--- src/sv/gbts_pkg.sv ---
// gbts_pkg: command codes and fixed field widths of the gap buffer text store
// no dependencies; imported by every module of the block
package gbts_pkg;

   // command codes carried in the low bits of the request beat
   localparam logic [2:0] CMD_READ     = 3'd0;
   localparam logic [2:0] CMD_INSERT   = 3'd1;
   localparam logic [2:0] CMD_DEL_FWD  = 3'd2;
   localparam logic [2:0] CMD_DEL_BACK = 3'd3;
   localparam logic [2:0] CMD_CLEAR    = 3'd4;

   // field widths
   localparam int CMD_W  = 3;
   localparam int POS_W  = 13;
   localparam int BYTE_W = 8;
   localparam int REQ_W  = 56;
   localparam int RSP_W  = 24;

   typedef logic [CMD_W-1:0]  cmd_type;
   typedef logic [POS_W-1:0]  pos_type;
   typedef logic [BYTE_W-1:0] byte_type;

endpackage

--- src/sv/gbts_alu.sv ---
// gbts_alu: shared add/subtract unit with borrow and zero flags
// depends on gbts_pkg; used by the sequencer in gap_buffer_text_store
module gbts_alu
   import gbts_pkg::*;
#(
   parameter int WIDTH = 13
) (
   input  logic [WIDTH-1:0] op_a,
   input  logic [WIDTH-1:0] op_b,
   input  logic             op_sub,
   output logic [WIDTH-1:0] result,
   output logic             borrow,
   output logic             zero
);

   logic [WIDTH:0] wide;

   // one adder serves both directions; the top bit is the borrow on subtract
   always_comb begin
      if (op_sub) begin
         wide = {1'b0, op_a} - {1'b0, op_b};
      end else begin
         wide = {1'b0, op_a} + {1'b0, op_b};
      end
   end

   assign result = wide[WIDTH-1:0];
   assign borrow = op_sub & wide[WIDTH];
   assign zero   = (wide[WIDTH-1:0] == '0);

endmodule

--- config.mk ---
export PLATFORM = sky130hd
export DESIGN_NAME = gbts_alu
export DESIGN_NICKNAME = d
export VERILOG_FILES = /design/src/sv/gbts_pkg.sv /design/src/sv/gbts_alu.sv
export SDC_FILE = /design/constraint.sdc
export NUM_CORES = 1
export LEC_CHECK = 0
export ABC_AREA = 1
export BUFFER_PORTS_ARGS = -buffer_cell sky130_fd_sc_hd__buf_2
export CAP_MARGIN = 20
export CORE_AREA = 2 2 65 67
export DETAILED_ROUTE_END_ITERATION = 7
export DIE_AREA = 0 0 67 69
export PLACE_DENSITY = 0.58
export SETUP_SLACK_MARGIN = 0.02
export SLEW_MARGIN = 15
export SYNTH_ARGS = -nofsm -noshare
export SYNTH_HDL_FRONTEND = slang
export SYNTH_SLANG_ARGS = --single-unit
--- constraint.sdc ---
create_clock -name vclk -period 3.5
set_input_delay 0.7 -clock vclk [all_inputs]
set_output_delay 0.7 -clock vclk [all_outputs]
set_load 0.01 [all_outputs]
; Word-level counts from Yosys, hierarchy flattened
; Index checks and enable logic that the tools add are counted.
; Widths: inputs -> output; s select.
[totals]
register_bits = 0
in_bits = 27
out_inout_bits = 15
word_cells = 5
[classes]
addsub = 2
mux = 1
n_bitwise = 1
reduce_logical = 1
[op_table]
columns = cell, count
row1 = $add 13x13->14, 1
row2 = $mux 14, 1
row3 = $sub 13x13->14, 1
row4 = $logic_not 13->1, 1
row5 = $and 1x1->1, 1

; Depth between registers and ports, before layout
; Gate-level depths: netlist of the first run.
[logic_depth]
ltp_word = 3
depth_mapped = 18
mapped_depth_nobuf = 18

; Worst setup path before layout of the first run
; No wires, ideal clock.
[synth_path]
path_type = input-to-output
start = input op_b[0]
end = output zero
t_arrival_ns = 2.703
required_time_ns = 2.800
path_slack_ns = 0.097
path_stages = 16
path_buffers = 0
path_cell_list = inv_1 -> ha_1 -> nand3_1 -> nor3_1 -> or2_2 -> xor2_1 -> ha_1 -> nand2_2 -> inv_1 -> a21oi_1 -> nand2_2 -> nand2_2 -> nand2_2 -> xor2_2 -> nand2_1 -> nor2_1
[synth_via]
elab_chain_len = 3
elab_cells_between_ends = 4
cone_classes = add/sub (2) / mux (1) / reduce/logical (1)
[synth_rtl]
columns = item, line
row1 = "start, declared", gbts_alu.sv:9  ; input logic [WIDTH-1:0] op_b,
row2 = $add 13x13->14 / $sub 13x13->14 (equally long branches), "gbts_alu.sv:23, gbts_alu.sv:21"
row3 = $mux 14 (*), gbts_alu.sv:20  ; if (op_sub) begin
row4 = $logic_not 13->1 (*), gbts_alu.sv:29  ; assign zero = (wide[WIDTH-1:0] == '0);
row5 = "end, declared", gbts_alu.sv:13  ; output logic zero
; Mark *: on every way between the ends. The rest lies on a longest branch, timed or not.

; Worst setup path in the final report of the first run
[layout_path]
start = input op_b[1]
end = output zero
; The elaborated chain is that of the path after synthesis.

==> impl_results.md, run 1 <==
* Cell Rows at 23
* Post-synthesis cell area at 0.001125 mm^2
* Clock period minus worst slack at 3.542 ns
* Design Power at 0.4775 mW
* Total number of vias at 1422
* Initial Util at 0.2874
* Post-cts hold buffer count at 0
* CP max stage delay at 0.31 ns
* HPWL after DPL at 2542 um
* Crit path max-delay cell type: ha_1
* First-pass GRT wire length at 5313 um
* Pwr dens at 256.3 mW/mm^2
* Worst slew pin tran at 0.2512 ns
* Antenna diodes at 0
* Hold WS at roughly 1.8 ns
* Slew Limit Headroom at 0.8325
* CLK BUF at 0
* Layout cell share with drive strength beyond 1 at 0.4856
* CP Cell Sequence: buf_6, inv_4, ha_4, nand3_4, nor3_4, or2_4, xor2_1, ha_1, nand2_2, inv_2, a21oi_4, nand2_2, nand2_2, nand2_2, xor2_2, nand2_1, nor2_1, buf_2
* Outcome: complete, but fails checks
* Worst VDD drop at 73.92 uV
* GRT Overall Usage at 0.1339
* FFs & Latches at 0
* Crit-path most repeated cell: nand2_2
* Initial DRC count at 27
* Hold Vio Cnt, Final at 0
* Most frequent cells in the layout: 50 x nand2_1, 37 x buf_2, 32 x inv_1
* Core area at 0.003914 mm^2
* Die area at roughly 0.0046 mm^2
* I/O pin count at 42
* CP Launch Type: input pin
* Fmax at 282.3 MHz
* Commonest non-fill, non-tap cell in the layout: nand2_1
* GP Congestion at 0.8061
* Max Slew Vio Count at 0
* Max_cap viols at 0
* Die X-Extent at 67 um
* Synthesized area per cell at around 5.4 um^2
* Leakage at 1.020 nW
* Drt pass-1 iters at 4
* Final #Nets at 322
* Data arrival, critical path at approximately 2.8 ns
* RSZ-0062 raised after global routing: true
* Vias in the first global route at about 1300
* Syn. warnings at 0
* Post-route antenna net violation count at 0
* Register Area at 0 um^2
* Crit path kind: in2out
* Grt ovf at 0
* Syn-to-layout area delta at 65.63%
* Post-Synthesis Cells at 207
* Die Span Y at 69 um
* Remaining DRCs at 0
* Largest net degree at the start of global routing at 9
* PnR worst setup slack at -0.04211 ns
* Failing checks: setup timing
* Worst-path maximum fanout at 4
* Hold Crit Class: in2out
* Post-synthesis cell type count at 27
* Setup_tns at -0.05556 ns
* Final WL at 3206 um
* Layout Utilization at 0.4760
* Seq/Total Area, Yosys at 0
* Vias per cell at 4.335
* Buffers on Ports at 42
* Number of setup violations in the final report at 2
* Syn Nets at approximately 250
* Initial antenna violation count at 0
* WP data required at roughly 2.8 ns
* Drt wl/cell at approximately 9.8 um
* Crit. End Element: output pin
* Crit share post-route at 1.012
* Pre-CTS setup slack at -0.2488 ns
[worst paths after layout]
| check | cells after the start | endpoint | start |
|---|---|---|---|
| max | 18 | zero | op_b[1] |
| min | 3 | result[1] | op_a[1] |
[power by group]
| group | internal [mW] | total [mW] | switching [mW] | leakage [nW] |
|---|---|---|---|---|
| registers | 0 | 0 | 0 | 0 |
| clock network | 0 | 0 | 0 | 0 |
| logic | 0.227 | 0.478 | 0.251 | 1.02 |
| total | 0.227 | 0.478 | 0.251 | 1.02 |
[critical path, delay by kind of cell]
family,cells,cell delay (ns)
compound gates,1,0.13
xor+xnor,2,0.32
fa+ha+maj,2,0.45
buf+inv,4,0.34
simple gates,9,0.90
[what timing repair did]
item,CTS,global route
pin swaps,16,26
endpoints found under the setup margin,6,8
buffers inserted,2,4
gates resized for setup,26,37
[per-stage QoR]
stage,cells,instance area [um^2]
after global routing,328,1863
after detailed placement,322,1570
after floorplan,207,1125
after global placement,322,1570
final,328,1863
after CTS,324,1682
[synth_stat cells (all sizes together)]
library cell  count  share of area
a31oi             2          0.011
xnor2             3          0.023
nor3              2         0.0089
nand4             3          0.017
xor2              9          0.077
clkinv            1         0.0033
ha               14           0.16
o21bai            1         0.0067
nand3            16          0.085
inv              41           0.14
o21ai             4          0.021
a21oi             6          0.030
nand2            71           0.26
nand3b            4          0.027
fa                1          0.018
nor2             23          0.083
or2               6          0.036
[final cells by class]
cell class | instances | area, um^2
fill | 442 | 2051
multi-input combinational | 165 | 1176
timing repair buffer | 71 | 455.4
tap | 50 | 62.56
inverter | 42 | 168.9
[per-layer routing]
metal  vias up  wire (um)  track usage
met5         -          0            0
met4         0         36      0.01134
met3         4         55            0
met2        22       1632       0.2299
met1       614       1482       0.1927
li1        782          -            -
[kinds of logic (layout without fill, tap and decap cells)]
family,after synthesis,count (layout),share of synthesized area
buffers and inverters,42,113,0.1402
adder cells (fa/ha/maj),15,15,0.1735
AO/OA/AOI/OAI,13,13,0.06896
AND/OR/NAND/NOR,125,125,0.5172
XOR/XNOR,12,12,0.1001
Note: power is estimated with default switching activity, not from simulation.
==> run 2: changes to the inputs <==
--- a/config.mk
+++ b/config.mk
@@ -7,11 +7,13 @@
 export LEC_CHECK = 0
 export ABC_AREA = 1
 export BUFFER_PORTS_ARGS = -buffer_cell sky130_fd_sc_hd__buf_2
-export CAP_MARGIN = 20
+export CAP_MARGIN = 5
+export CELL_PAD_IN_SITES_DETAIL_PLACEMENT = 1
+export CELL_PAD_IN_SITES_GLOBAL_PLACEMENT = 1
 export CORE_AREA = 2 2 65 67
 export DETAILED_ROUTE_END_ITERATION = 7
 export DIE_AREA = 0 0 67 69
-export PLACE_DENSITY = 0.58
+export PLACE_DENSITY = 0.8
 export SETUP_SLACK_MARGIN = 0.02
 export SLEW_MARGIN = 15
 export SYNTH_ARGS = -nofsm -noshare
==> impl_results.md, run 2 (synthesized netlist as in run 1, its figures left out) <==
* Initial DRC count at 40 (was 27)
* Worst slew pin tran at 0.3028 ns (was 0.2512 ns)
* Register Area at 0 um^2 (unchanged)
* WP data required at 2.80 ns (about the same)
* Die X-Extent at 67 um (unchanged)
* Worst-path maximum fanout at 4 (unchanged)
* Antenna diodes at 0 (unchanged)
* CLK BUF at 0 (unchanged)
* Crit-path most repeated cell: nand2_2 (unchanged)
* Commonest non-fill, non-tap cell in the layout: nand2_1 (unchanged)
* First-pass GRT wire length at 7086 um (was 5313 um)
* Grt ovf at 0 (unchanged)
* Worst Hold Path EP: result[1] (unchanged)
* Initial antenna violation count at 0 (unchanged)
* Hold Vio Cnt, Final at 0 (unchanged)
* Failing checks: setup timing (unchanged)
* Largest net degree at the start of global routing at 9 (unchanged)
* Outcome: complete, but fails checks (unchanged)
* CP Cell Sequence: buf_8, inv_6, ha_4, nand3_4, nor3_4, nand2_2, o21ai_2, xnor2_1, inv_1, ha_4, nand2_4, nor2_4, nand4_1, nand3_2, nand2_2, nand2_2, nand2_1, nor2_1, buf_2 (was buf_6, inv_4, ha_4, nand3_4, nor3_4, or2_4, xor2_1, ha_1, nand2_2, inv_2, a21oi_4, nand2_2, nand2_2, nand2_2, xor2_2, nand2_1, nor2_1, buf_2)
* RSZ-0062 raised after global routing: true (unchanged)
* Number of setup violations in the final report at 6 (was 2)
* Layout cell share with drive strength beyond 1 at 0.5144 (was 0.4856)
* Placed cells at 321 (was 322)
* Most frequent cells in the layout: 50 x nand2_1, 37 x buf_2, 32 x inv_1 (unchanged)
* Vias in the first global route at 1568 (was 1297)
* I/O pin count at 42 (unchanged)
* Core area at 0.003914 mm^2 (unchanged)
* Syn-to-layout area delta at 70.19% (was 65.63%)
* Crit share post-route at 1.048 (was 1.012)
* GP Congestion at 0.7955 (was 0.8061)
* Final #Nets at 322 (unchanged)
* PnR worst setup slack at -0.1686 ns (was -0.04211 ns)
* Worst Hold Path Cells at 3 (unchanged)
* Crit path max-delay cell type: ha_4 (was ha_1)
* Clock period minus worst slack at 3.669 ns (was 3.542 ns)
* Drt wl/cell at 15.74 um (was 9.774 um)
* Slew Limit Headroom at 0.7981 (was 0.8325)
* Data arrival, critical path at 2.97 ns (was 2.84 ns)
* Remaining DRCs at 0 (unchanged)
* Drt pass-1 iters at 4 (unchanged)
* Die area at 0.004623 mm^2 (unchanged)
* Layout Utilization at 0.4891 (was 0.4760)
* FFs & Latches at 0 (unchanged)
* Max_cap viols at 0 (unchanged)
* Min-Delay Startpoint: op_a[1] (unchanged)
* CP Launch Type: input pin (unchanged)
* GRT Overall Usage at 0.1865 (was 0.1339)
* Initial Util at 0.2874 (unchanged)
* Post-route antenna net violation count at 0 (unchanged)
* Die Span Y at 69 um (unchanged)
* Fillers at 538 (was 442)
* Buffers on Ports at 42 (unchanged)
* CP max stage delay at 0.32 ns (was 0.31 ns)
* Vias per cell at 4.933 (was 4.335)
* Final WL at 5164 um (was 3206 um)
* Multi-input combinational cell area at 0.001210 mm^2 (was 0.001176 mm^2)
* Worst VDD drop at 91.04 uV (was 73.92 uV)
* Total number of vias at 1618 (was 1422)
* Hold Crit Class: in2out (unchanged)
* Final non-filler cell total at 328 (unchanged)
* Fmax at 272.6 MHz (was 282.3 MHz)
* Cell Rows at 23 (unchanged)
* Crit path kind: in2out (unchanged)
* Pre-CTS setup slack at -0.3344 ns (was -0.2488 ns)
* Max Slew Vio Count at 0 (unchanged)
* HPWL after DPL at 3121 um (was 2542 um)
* Crit. End Element: output pin (unchanged)
* Leakage at 1.042 nW (was 1.020 nW)
* Pwr dens at 277.5 mW/mm^2 (was 256.3 mW/mm^2)
-- run 2: power breakdown --
group          switching (mW)  leakage [nW]  total [mW]  internal (mW)
Clock                       0             0           0              0
Combinational           0.298          1.04       0.531          0.233
Sequential                  0             0           0              0
-- run 2: what timing repair did --
| item | in CTS | in global routing |
|---|---|---|
| setup buffers | 6 | 2 |
| gates cloned | 0 | 0 |
| endpoints found under the setup margin | 8 | 8 |
| resized for setup | 47 | 31 |
| pin swaps | 47 | 23 |
| hold buffers | 0 | 0 |
-- run 2: layer usage --
metal / vias up / GRT usage / wire, um
met3: 19 / 0.001631 / 147
met1: 774 / 0.2389 / 2015
li1: 784 / - / -
met2: 41 / 0.3465 / 2771
met5: - / 0 / 0
met4: 0 / 0.02721 / 230
-- run 2: cell type report --
type	count	share of cell area
inverter	42	0.08954
multi-input combinational	165	0.6320
tap	50	0.03268
timing repair buffer	71	0.2458
-- run 2: per-stage QoR --
| step | cell area (um^2) | setup TNS [ns] | hold slack [ns] | power [mW] |
|---|---|---|---|---|
| 6_report | 1914 | -0.5452 | 1.798 | 0.5313 |
| 3_5_place_dp | 1563 | -1.376 | 1.803 | 0.3992 |
| 2_1_floorplan | 1125 | 0 | 1.553 | 0.2412 |
| 4_1_cts | 1763 | -0.2722 | 1.805 | 0.4574 |
| 3_3_place_gp | 1563 | -0.7360 | 1.803 | 0.3869 |
| 5_1_grt | 1914 | -1.512 | 1.834 | 0.5772 |
-- run 2: worst max path at each step --
stage | end | slack [ns] | start
floorplan | zero | 0.1 | op_b[0]
global placement | zero | -0.22 | op_b[0]
detailed placement | zero | -0.33 | op_b[0]
CTS | zero | -0.10 | op_b[1]
global route | zero | -0.39 | op_b[0]
finish | zero | -0.17 | op_b[0]
-- run 2: critical path: cells and delay by family --
family | cells | cell delay (ns)
compound gates | 1 | 0.19
xor+xnor | 1 | 0.16
fa+ha+maj | 2 | 0.46
buf+inv | 4 | 0.39
simple gates | 11 | 1.06
